==> src/hw/rtl/ole_pkg.sv <==
`default_nettype none

package ole_pkg;

	// field widths of the request and response payloads
	localparam int CMD_W = 3;
	localparam int VAL_W = 32;
	localparam int POS_W = 6;
	localparam int ST_W  = 3;

	typedef enum logic [CMD_W-1:0] {
		CMD_APPEND  = 3'd0,
		CMD_PREPEND = 3'd1,
		CMD_INSERT  = 3'd2,
		CMD_DUMP    = 3'd3,
		CMD_DELETE  = 3'd4,
		CMD_READ    = 3'd5,
		CMD_CLEAR   = 3'd6
	} cmd_t;

	typedef enum logic [ST_W-1:0] {
		ST_OK       = 3'd0,
		ST_EMPTY    = 3'd1,
		ST_BADPOS   = 3'd2,
		ST_NOTFOUND = 3'd3,
		ST_FULL     = 3'd4
	} status_t;

endpackage

`default_nettype wire

==> src/hw/rtl/ole_req_if.sv <==
`default_nettype none

interface ole_req_if import ole_pkg::*; ();
	logic                    valid;
	logic                    ready;
	logic [CMD_W-1:0]        command;
	logic signed [VAL_W-1:0] value;
	logic [POS_W-1:0]        position;

	modport source (output valid, output command, output value, output position, input ready);
	modport sink   (input valid, input command, input value, input position, output ready);
endinterface

`default_nettype wire

==> src/hw/rtl/ole_rsp_if.sv <==
`default_nettype none

interface ole_rsp_if import ole_pkg::*; ();
	logic                    valid;
	logic                    ready;
	status_t                 status;
	logic signed [VAL_W-1:0] entry_value;
	logic                    last;

	modport source (output valid, output status, output entry_value, output last, input ready);
	modport sink   (input valid, input status, input entry_value, input last, output ready);
endinterface

`default_nettype wire

==> src/hw/rtl/ole_ram.sv <==
`default_nettype none

module ole_ram #(
	parameter int WIDTH = 32,
	parameter int DEPTH = 32
) (
	input  wire logic                     clk,
	input  wire logic                     we,
	input  wire logic [$clog2(DEPTH)-1:0] waddr,
	input  wire logic [WIDTH-1:0]         wdata,
	input  wire logic [$clog2(DEPTH)-1:0] raddr,
	output logic      [WIDTH-1:0]         rdata
);

	logic [WIDTH-1:0] mem [DEPTH];

	// one write port, one registered read port
	always_ff @(posedge clk) begin
		if (we) begin
			mem[waddr] <= wdata;
		end
		rdata <= mem[raddr];
	end

endmodule

`default_nettype wire

==> src/hw/rtl/ordered_list_engine_top.sv <==
`default_nettype none

// channel  modport  payload                               one request is
// req      sink     command, value, position              one list command
// rsp      source   status, entry_value, last             one result item
//
// work: append, prepend and insert move entries up to open the slot, one entry moved
//   per cycle through the single ram port pair; delete searches for the first match,
//   then shifts the entries behind it down; read fetches one entry; dump streams each entry
// reset: arst_n clears the entry count and the controller; ram contents stay undefined
//   and are only read below the count, so no clearing pass is run
// stalls: req is taken only while the controller is idle; a result waits in the
//   output register, and a new request may be taken while it waits

module ordered_list_engine_top import ole_pkg::*; #(
	parameter int CAPACITY = 32
) (
	input  wire logic  clk,
	input  wire logic  arst_n,
	ole_req_if.sink    req,
	ole_rsp_if.source  rsp
);

	localparam int IW   = $clog2(CAPACITY);
	localparam int CW   = $clog2(CAPACITY + 1);
	localparam int CMPW = (CW > POS_W) ? CW : POS_W;

	typedef enum logic [2:0] {
		S_IDLE,
		S_SHIFT,   // open a slot, moving entries up from the back
		S_PLACE,   // write the new entry into the open slot
		S_SEARCH,  // scan for the first matching entry
		S_DSHIFT,  // close the gap, moving entries down
		S_DUMP,    // stream every entry out
		S_READ,    // fetch one entry
		S_RESP     // hand a single final result to the output register
	} state_t;

	state_t                  state_q;
	logic [CW-1:0]           count_q;
	logic [CW-1:0]           cur_q;    // working cursor
	logic [CW-1:0]           at_q;     // slot for an insert
	logic signed [VAL_W-1:0] val_q;
	status_t                 st_q;
	logic signed [VAL_W-1:0] ent_q;

	// read-to-write pipeline of the shift, and read-to-use of search, dump and read
	logic                    pend_s1;
	logic [IW-1:0]           wa_s1;
	logic                    rv_s1;
	logic [IW-1:0]           ri_s1;

	// output register
	logic                    out_valid_q;
	status_t                 out_status_q;
	logic signed [VAL_W-1:0] out_value_q;
	logic                    out_last_q;

	logic [VAL_W-1:0]        rd_data;
	logic [IW-1:0]           raddr;
	logic                    we;
	logic [IW-1:0]           waddr;
	logic [VAL_W-1:0]        wdata;
	logic [CW-1:0]           cur_m1;
	logic [CMPW-1:0]         pos_x;
	logic [CMPW-1:0]         cnt_x;
	logic                    full;
	logic                    can_emit;
	logic                    accept;
	logic                    pos_ok;

	assign req.ready   = (state_q == S_IDLE);
	assign accept      = req.valid && req.ready;
	assign rsp.valid   = out_valid_q;
	assign rsp.status  = out_status_q;
	assign rsp.entry_value = out_value_q;
	assign rsp.last    = out_last_q;

	assign can_emit = !out_valid_q || rsp.ready;
	assign full     = (count_q == CW'(CAPACITY));
	assign pos_x    = CMPW'(req.position);
	assign cnt_x    = CMPW'(count_q);
	// position one is always fine, two up to the count as well
	assign pos_ok   = (pos_x == CMPW'(1)) || ((pos_x >= CMPW'(2)) && (pos_x <= cnt_x));
	assign cur_m1   = cur_q - CW'(1);

	// the shift reads one below the cursor, everything else at the cursor
	assign raddr = (state_q == S_SHIFT) ? cur_m1[IW-1:0] : cur_q[IW-1:0];
	assign we    = pend_s1 || (state_q == S_PLACE);
	assign waddr = (state_q == S_PLACE) ? at_q[IW-1:0] : wa_s1;
	assign wdata = (state_q == S_PLACE) ? val_q : rd_data;

	ole_ram #(
		.WIDTH (VAL_W),
		.DEPTH (CAPACITY)
	) u_store (
		.clk   (clk),
		.we    (we),
		.waddr (waddr),
		.wdata (wdata),
		.raddr (raddr),
		.rdata (rd_data)
	);

	always_ff @(posedge clk or negedge arst_n) begin
		if (!arst_n) begin
			state_q      <= S_IDLE;
			count_q      <= '0;
			cur_q        <= '0;
			at_q         <= '0;
			val_q        <= '0;
			st_q         <= ST_OK;
			ent_q        <= '0;
			pend_s1      <= 1'b0;
			wa_s1        <= '0;
			rv_s1        <= 1'b0;
			ri_s1        <= '0;
			out_valid_q  <= 1'b0;
			out_status_q <= ST_OK;
			out_value_q  <= '0;
			out_last_q   <= 1'b0;
		end else begin
			pend_s1 <= 1'b0;
			if (rsp.ready) begin
				out_valid_q <= 1'b0;
			end

			unique case (state_q)
				S_IDLE: begin
					if (accept) begin
						val_q <= req.value;
						ent_q <= '0;
						rv_s1 <= 1'b0;
						unique case (req.command)
							CMD_APPEND, CMD_PREPEND: begin
								if (full) begin
									st_q    <= ST_FULL;
									state_q <= S_RESP;
								end else begin
									at_q    <= (req.command == CMD_APPEND) ? count_q : '0;
									cur_q   <= count_q;
									state_q <= S_SHIFT;
								end
							end
							CMD_INSERT: begin
								if (!pos_ok) begin
									st_q    <= ST_BADPOS;
									state_q <= S_RESP;
								end else if (full) begin
									st_q    <= ST_FULL;
									state_q <= S_RESP;
								end else begin
									at_q    <= CW'(pos_x - CMPW'(1));
									cur_q   <= count_q;
									state_q <= S_SHIFT;
								end
							end
							CMD_DUMP: begin
								cur_q <= '0;
								if (count_q == '0) begin
									st_q    <= ST_EMPTY;
									state_q <= S_RESP;
								end else begin
									state_q <= S_DUMP;
								end
							end
							CMD_DELETE: begin
								cur_q <= '0;
								if (count_q == '0) begin
									st_q    <= ST_NOTFOUND;
									state_q <= S_RESP;
								end else begin
									state_q <= S_SEARCH;
								end
							end
							CMD_READ: begin
								if (count_q == '0) begin
									st_q    <= ST_EMPTY;
									state_q <= S_RESP;
								end else if (pos_x >= cnt_x) begin
									st_q    <= ST_BADPOS;
									state_q <= S_RESP;
								end else begin
									cur_q   <= CW'(pos_x);
									state_q <= S_READ;
								end
							end
							CMD_CLEAR: begin
								count_q <= '0;
								st_q    <= ST_OK;
								state_q <= S_RESP;
							end
							default: begin
								// unused code: dropped without a result
								state_q <= S_IDLE;
							end
						endcase
					end
				end

				S_SHIFT: begin
					if (cur_q > at_q) begin
						pend_s1 <= 1'b1;
						wa_s1   <= cur_q[IW-1:0];
						cur_q   <= cur_m1;
					end else begin
						state_q <= S_PLACE;
					end
				end

				S_PLACE: begin
					count_q <= count_q + CW'(1);
					st_q    <= ST_OK;
					state_q <= S_RESP;
				end

				S_SEARCH: begin
					if (rv_s1 && (rd_data == val_q)) begin
						rv_s1   <= 1'b0;
						cur_q   <= CW'(ri_s1) + CW'(1);
						state_q <= S_DSHIFT;
					end else if (cur_q < count_q) begin
						rv_s1 <= 1'b1;
						ri_s1 <= cur_q[IW-1:0];
						cur_q <= cur_q + CW'(1);
					end else begin
						rv_s1   <= 1'b0;
						st_q    <= ST_NOTFOUND;
						state_q <= S_RESP;
					end
				end

				S_DSHIFT: begin
					if (cur_q < count_q) begin
						pend_s1 <= 1'b1;
						wa_s1   <= cur_m1[IW-1:0];
						cur_q   <= cur_q + CW'(1);
					end else begin
						// the last move is written back in this cycle
						count_q <= count_q - CW'(1);
						st_q    <= ST_OK;
						state_q <= S_RESP;
					end
				end

				S_DUMP: begin
					if (!rv_s1) begin
						rv_s1 <= 1'b1;
					end else if (can_emit) begin
						out_valid_q  <= 1'b1;
						out_status_q <= ST_OK;
						out_value_q  <= rd_data;
						out_last_q   <= (cur_q == count_q - CW'(1));
						rv_s1        <= 1'b0;
						cur_q        <= cur_q + CW'(1);
						if (cur_q == count_q - CW'(1)) begin
							state_q <= S_IDLE;
						end
					end
				end

				S_READ: begin
					if (!rv_s1) begin
						rv_s1 <= 1'b1;
					end else begin
						rv_s1   <= 1'b0;
						ent_q   <= rd_data;
						st_q    <= ST_OK;
						state_q <= S_RESP;
					end
				end

				S_RESP: begin
					if (can_emit) begin
						out_valid_q  <= 1'b1;
						out_status_q <= st_q;
						out_value_q  <= ent_q;
						out_last_q   <= 1'b1;
						state_q      <= S_IDLE;
					end
				end

				default: begin
					state_q <= S_IDLE;
				end
			endcase
		end
	end

	// a pending move is only ever launched by one of the two shift loops
	assert property (@(posedge clk) disable iff (!arst_n)
		pend_s1 |-> $past(state_q == S_SHIFT || state_q == S_DSHIFT))
		else $error("shift write without a shift read");

	// the new entry never collides with a move on the single write port
	assert property (@(posedge clk) disable iff (!arst_n)
		(state_q == S_PLACE) |-> !pend_s1)
		else $error("write port conflict");

	// placing an entry grows the list by exactly one
	assert property (@(posedge clk) disable iff (!arst_n)
		(state_q == S_PLACE) |=> (count_q == CW'($past(count_q) + CW'(1))))
		else $error("count not advanced by insert");

	// the list never holds more than its capacity
	assert property (@(posedge clk) disable iff (!arst_n)
		count_q <= CW'(CAPACITY))
		else $error("count beyond capacity");

endmodule

`default_nettype wire

==> src/flat_wrapper.sv <==
// flat-port wrapper written by rule: the top's interface ports become plain ports
module ordered_list_engine_top_flat import ole_pkg::*;
#(
	parameter int CAPACITY = 32
)
  (clk, arst_n, req_valid, req_command, req_value, req_position, req_ready, rsp_valid, rsp_status, rsp_entry_value, rsp_last, rsp_ready);
  ole_req_if req_i ();
  ole_rsp_if rsp_i ();
  input  wire logic clk;
  input  wire logic arst_n;
  input wire logic [$bits(req_i.valid)-1:0] req_valid;
  input wire logic [$bits(req_i.command)-1:0] req_command;
  input wire logic [$bits(req_i.value)-1:0] req_value;
  input wire logic [$bits(req_i.position)-1:0] req_position;
  output wire logic [$bits(req_i.ready)-1:0] req_ready;
  output wire logic [$bits(rsp_i.valid)-1:0] rsp_valid;
  output wire logic [$bits(rsp_i.status)-1:0] rsp_status;
  output wire logic [$bits(rsp_i.entry_value)-1:0] rsp_entry_value;
  output wire logic [$bits(rsp_i.last)-1:0] rsp_last;
  input wire logic [$bits(rsp_i.ready)-1:0] rsp_ready;
  assign req_i.valid = req_valid;
  assign req_i.command = req_command;
  assign req_i.value = req_value;
  assign req_i.position = req_position;
  assign req_ready = req_i.ready;
  assign rsp_valid = rsp_i.valid;
  assign rsp_status = rsp_i.status;
  assign rsp_entry_value = rsp_i.entry_value;
  assign rsp_last = rsp_i.last;
  assign rsp_i.ready = rsp_ready;
  ordered_list_engine_top #(.CAPACITY(CAPACITY)) u_core (.clk(clk), .arst_n(arst_n), .req(req_i), .rsp(rsp_i));
endmodule
==> config.mk <==
export PLATFORM = sky130hd
export DESIGN_NAME = ordered_list_engine_top_flat
export DESIGN_NICKNAME = d
export VERILOG_FILES = /design/src/hw/rtl/ole_pkg.sv /design/src/hw/rtl/ole_req_if.sv /design/src/hw/rtl/ole_rsp_if.sv /design/src/hw/rtl/ole_ram.sv /design/src/hw/rtl/ordered_list_engine_top.sv /design/src/flat_wrapper.sv
export SDC_FILE = /design/constraint.sdc
export NUM_CORES = 2
export LEC_CHECK = 0
export BUFFER_PORTS_ARGS = -buffer_cell sky130_fd_sc_hd__buf_2
export CORE_MARGIN = 2
export CORE_UTILIZATION = 25
export CTS_BUF_LIST = sky130_fd_sc_hd__clkbuf_16
export CTS_CLUSTER_DIAMETER = 120
export CTS_CLUSTER_SIZE = 24
export DETAILED_ROUTE_END_ITERATION = 8
export GPL_ROUTABILITY_DRIVEN = 0
export PLACE_DENSITY = 0.5
export SYNTH_ARGS = -nofsm -noshare
export SYNTH_HDL_FRONTEND = slang
export SYNTH_SLANG_ARGS = --single-unit
==> constraint.sdc <==
create_clock -name clk -period 10.7 [get_ports clk]
set_input_delay 2.14 -clock clk [delete_from_list [all_inputs] [get_ports clk]]
set_output_delay 2.14 -clock clk [all_outputs]
set_load 0.02 [all_outputs]
==> impl_summary.txt <==
----------------------------------------------------
[Clock tree]
  Clock buffer count from CTS ... 55
  Worst-Skew Late Latency ... approximately 710 ps
  CTS H-Tree Depth ... 2
  Clock tree buffer depth ... 3
  CTS Sinks ... ~1200
  CTS tree ... built
  Buffer type at the clock tree root ... clkbuf_16
  Post CTS Setup Buffer Count ... 0
  CTS-repair resized insts ... 0
  Clock slew seen by the registers of the worst setup and hold paths ... 100 ps
  Hold bufs inserted after CTS ... 0

[Pwr]
  Clock share of power ... 0.159
  Total power divided by cell area ... between 200 and 300 nW/µm²
  Net Sw Power ... about 0.0057 W
  Maximum vdd ir drop ... about 0.00024 V
  Cell internal power dissipation ... around 0.0096 W
  Sw Share ... 0.3718
  Gate power share ... 0.382
  Sequential group share of total power ... 0.459
  Leakage dissipation ... approximately 17 nW

[Status]
  Result of the run ... completed

[Logic synthesis]
  Main flop type after synthesis ... edfxtp_1
  Async SR Flop Fraction ... 0.1148
  Number of unique standard cell types used by synthesis ... just under 80
  Flip-flop and latch count after synthesis ... 1193
  Synth Cell Area ... ~47000 µm²
  Cells after Synth ... 2634
  Syn_nets ... about 2700
  Post-synthesis area per instance ... ~18 µm²
  Number of enable flip-flop cells after synthesis ... 1024
  Number of warnings reported in the yosys synthesis log ... 0
  Post-synthesis sequential area ratio ... 0.7334

[Floorplan]
  Total I/O pin count ... 83
  Row count ... around 160
  Die Width ... between 400 and 500 µm
  Placeable core area ... 188200 µm²
  Area of the die ... a little under 200000 µm²
  Initial cell density of the core ... 0.2523
  Height of the die ... 439.8 µm

[Routing]
  Routed wirelength normalized by instance count ... 26.31 µm
  DRC errors left ... 0
  DR iter-0 viols ... 2612
  Total wire length after detailed routing ... between 100 and 150 mm
  DR vias ... around 25000
  Mean number of vias per cell ... ~4.8
  Drt first pass iters ... 5
  Antenna viol nets, final ... 0

[Setup path]
  Critical path fanouts, max ... 27
  Critical path data arrival time ... about 2800 ps
  Beginning of the worst register-to-register path ... u_core.state_q[1]
  Critical Path Source Type ... register
  Cell with the largest stage delay on the worst path ... dfrtp_1
  Most numerous cell on the critical path ... inv_1
  CP Cell Sequence ... inv_1, nand2_1, inv_1, buf_2
  Crit path launch ... u_core.state_q[1]
  Max stage delay on crit path ... 930 ps
  Kind of end point of the critical path ... primary output
  Req. time, crit path ... 8560 ps
  Type of the worst setup path ... reg -> out

[GRT]
  Antenna violations before repair ... 1
  Maximum number of pins on one net before global-route repair ... approximately 130
  Vias in the first global route ... around 25000
  Global-route usage over all layers ... 0.1393
  Total congestion overflow after global routing ... 0
  First-pass GRT wire length ... 191.8 mm

[Layout]
  Core utilization of the finished layout ... 0.2802
  Storage element area ... ~35000 µm²
  Area used by multi-input combinational logic ... 12150 µm²
  Share of cells above drive strength 1 ... 0.2053
  Relative area change from synthesis to final layout ... 11.07%
  Non-Filler Instances ... roughly 5200
  Number of filler instances in the final layout ... around 19000
  Net count, final ... 2760
  Summed area of non-filler cells in the final layout ... about 53000 µm²

[STA]
  Worst path setup slack after routing ... about 5800 ps
  Setup total negative slack ... 0 ps
  Number of max-slew violations in the final report ... 0
  Maximum achievable frequency ... ~0.20 GHz
  Worst slew slack as a fraction of its limit ... 0.1350
  Period Utilization, post-route ... 0.4619
  Number of endpoints failing setup at the final stage ... 0
  Final critical-path required period ... around 4900 ps
  Total count of hold-check failures in the final report ... 0
  Final clock skew ... approximately 48 ps
  Measured slew at the worst slew-check pin ... 1297 ps
  Unrepaired setup endpoints after global routing ... no

[Placement]
  DPL Wire Length ... ~71 mm
  Total instance count after detailed placement ... between 5000 and 6000
  Pre-CTS WS ... slightly below 6000 ps
  Post-placement cell area ... 51130 µm²
  Count of buffers from port buffering ... 82

[Hold path]
  Hold Path Origin ... u_core.rsp.entry_value[18]
  Worst min-delay path class ... reg -> reg

[Job]
  Max-Cap Viols ... 0

----------------------------------------------------
==> flip-flops by register name, indices dropped and copies added (netlist names) <==
name / count
u_core.u_store.mem: 1024
u_core.ent_q: 32
u_core.rsp.entry_value: 32
u_core.u_store.rdata: 32
u_core.val_q: 32
u_core.at_q: 6
u_core.cnt_x: 6
u_core.cur_q: 6
u_core.ri_s1: 5
u_core.wa_s1: 5
u_core.rsp.status: 3
u_core.st_q: 3
u_core.state_q: 3
u_core.pend_s1: 1
u_core.rsp.last: 1
u_core.rsp.valid: 1
u_core.rv_s1: 1
==> worst paths after layout <==
| kind | endpoint | slack [ps] | cells past startpoint |
|---|---|---|---|
| max in group asynchronous | u_core.ent_q[16] | 7840 | 2 |
| setup reg to reg | u_core.u_store.rdata[27] | 5860 | 9 |
| min in group asynchronous | u_core.cnt_x[5] | 1470 | 1 |
| hold reg to reg | u_core.rsp.entry_value[18] | 480 | 2 |
| setup / recovery | req_ready | 5760 | 4 |
| hold / removal | u_core.rsp.entry_value[18] | 480 | 2 |
==> power groups by stage <==
stage	logic, W	clock network, W	registers (W)
floorplan	0.00409	0	0.00685
global placement	0.00584	0	0.00708
detailed placement	0.00589	0	0.00708
CTS	0.00589	0.00248	0.00698
global route	0.00631	0.00263	0.00705
finish	0.00581	0.00242	0.00699
==> synthesized netlist by cell type, types with 3 or more instances <==
library cell	instances	area (µm²)
edfxtp_1	1024	30750
mux4_2	256	5766
nand2_1	256	960.9
dfrtp_1	137	3428
o22ai_1	133	832.1
o21ai_0	120	600.6
nor2_1	83	311.6
clkbuf_1	61	229.0
xnor2_1	51	446.7
buf_2	48	240.2
a21oi_1	37	185.2
nor4_1	37	231.5
inv_1	36	135.1
dfxtp_1	32	640.6
mux2_2	30	337.8
mux2i_1	30	300.3
ha_1	27	337.8
nand3_1	20	100.1
buf_4	18	135.1
nor3_1	17	85.08
a211oi_1	12	90.09
a31oi_1	12	75.07
buf_6	11	123.9
nand4_1	11	68.82
nand2b_1	9	56.30
o31ai_1	9	67.56
buf_1	8	30.03
xor2_1	8	70.07
a221oi_1	6	52.55
a22oi_1	6	45.04
a22o_1	5	43.79
nor3b_1	4	30.03
o211ai_1	4	30.03
o21bai_1	4	30.03
o221ai_1	4	35.03
o32ai_1	4	35.03
or2_2	4	25.02
or3_1	4	25.02
a21o_1	3	22.52
and2_1	3	18.77
and3_1	3	18.77
nor2b_1	3	18.77
o21ai_1	3	15.01
==> layer usage <==
metal / part of all wire / vias to the layer above / GRT usage
met4: 0.025 / 0 / 0.03419
met1: 0.42 / 13380 / 0.1854
met5: 0 / - / 0
li1: - / 10600 / -
met2: 0.50 / 803 / 0.2388
met3: 0.059 / 134 / 0.01948
==> cell usage in the layout, fill, tap and decap left out, types with 4 or more instances in the layout <==
cell type	netlist	final
a211oi_1	12	12
a21oi_1	37	36
a221oi_1	6	6
a22o_1	5	5
a22oi_1	6	6
a31oi_1	12	8
a31oi_2	0	4
buf_2	48	81
buf_4	18	59
clkbuf_16	0	55
dfrtp_1	137	137
dfxtp_1	32	32
edfxtp_1	1024	1024
ha_1	27	27
inv_1	36	78
mux2_2	30	30
mux2i_1	30	30
mux4_2	256	256
nand2_1	256	254
nand2b_1	9	7
nand3_1	20	20
nand4_1	11	11
nor2_1	83	50
nor2_4	0	34
nor3_1	17	16
nor3b_1	4	4
nor4_1	37	36
o211ai_1	4	4
o21ai_0	120	117
o221ai_1	4	4
o22ai_1	133	133
o31ai_1	9	9
o32ai_1	4	4
xnor2_1	51	51
xor2_1	8	8
==> metrics by stage <==
| step | power (W) | hold WS [ps] |
|---|---|---|
| after floorplan | 0.01094 | 449.6 |
| after global placement | 0.01292 | 458.5 |
| after detailed placement | 0.01297 | 466.8 |
| after CTS | 0.01535 | 489.2 |
| after global routing | 0.01598 | 509.7 |
| final | 0.01522 | 483.3 |
==> cell families after synthesis <==
| kind of cell | after synthesis | synth area share |
|---|---|---|
| XOR/XNOR | 60 | 0.01123 |
| AND/OR/NAND/NOR | 470 | 0.04433 |
| flip-flops | 1193 | 0.7334 |
| AO/OA/AOI/OAI | 384 | 0.05000 |
| buffers and inverters | 184 | 0.01900 |
| multiplexers | 316 | 0.1349 |
| adder cells (fa/ha/maj) | 27 | 0.007116 |
==> critical path: cells and delay by family, from the launching register on <==
family / cells / cell delay (ps)
buffers and inverters: 3 / 850
flip-flops: 1 / 930
AND/OR/NAND/NOR: 1 / 340
==> final cells by class <==
class	count	share of cell area
clock inverter	47	0.004105
clock buffer	55	0.02610
timing repair buffer	143	0.01706
antenna	2	0.00009491
multi-input combinational	1257	0.2304
tap	2495	0.05920
inverter	38	0.002729
sequential	1193	0.6603
Power figures use the tool's default switching activity.
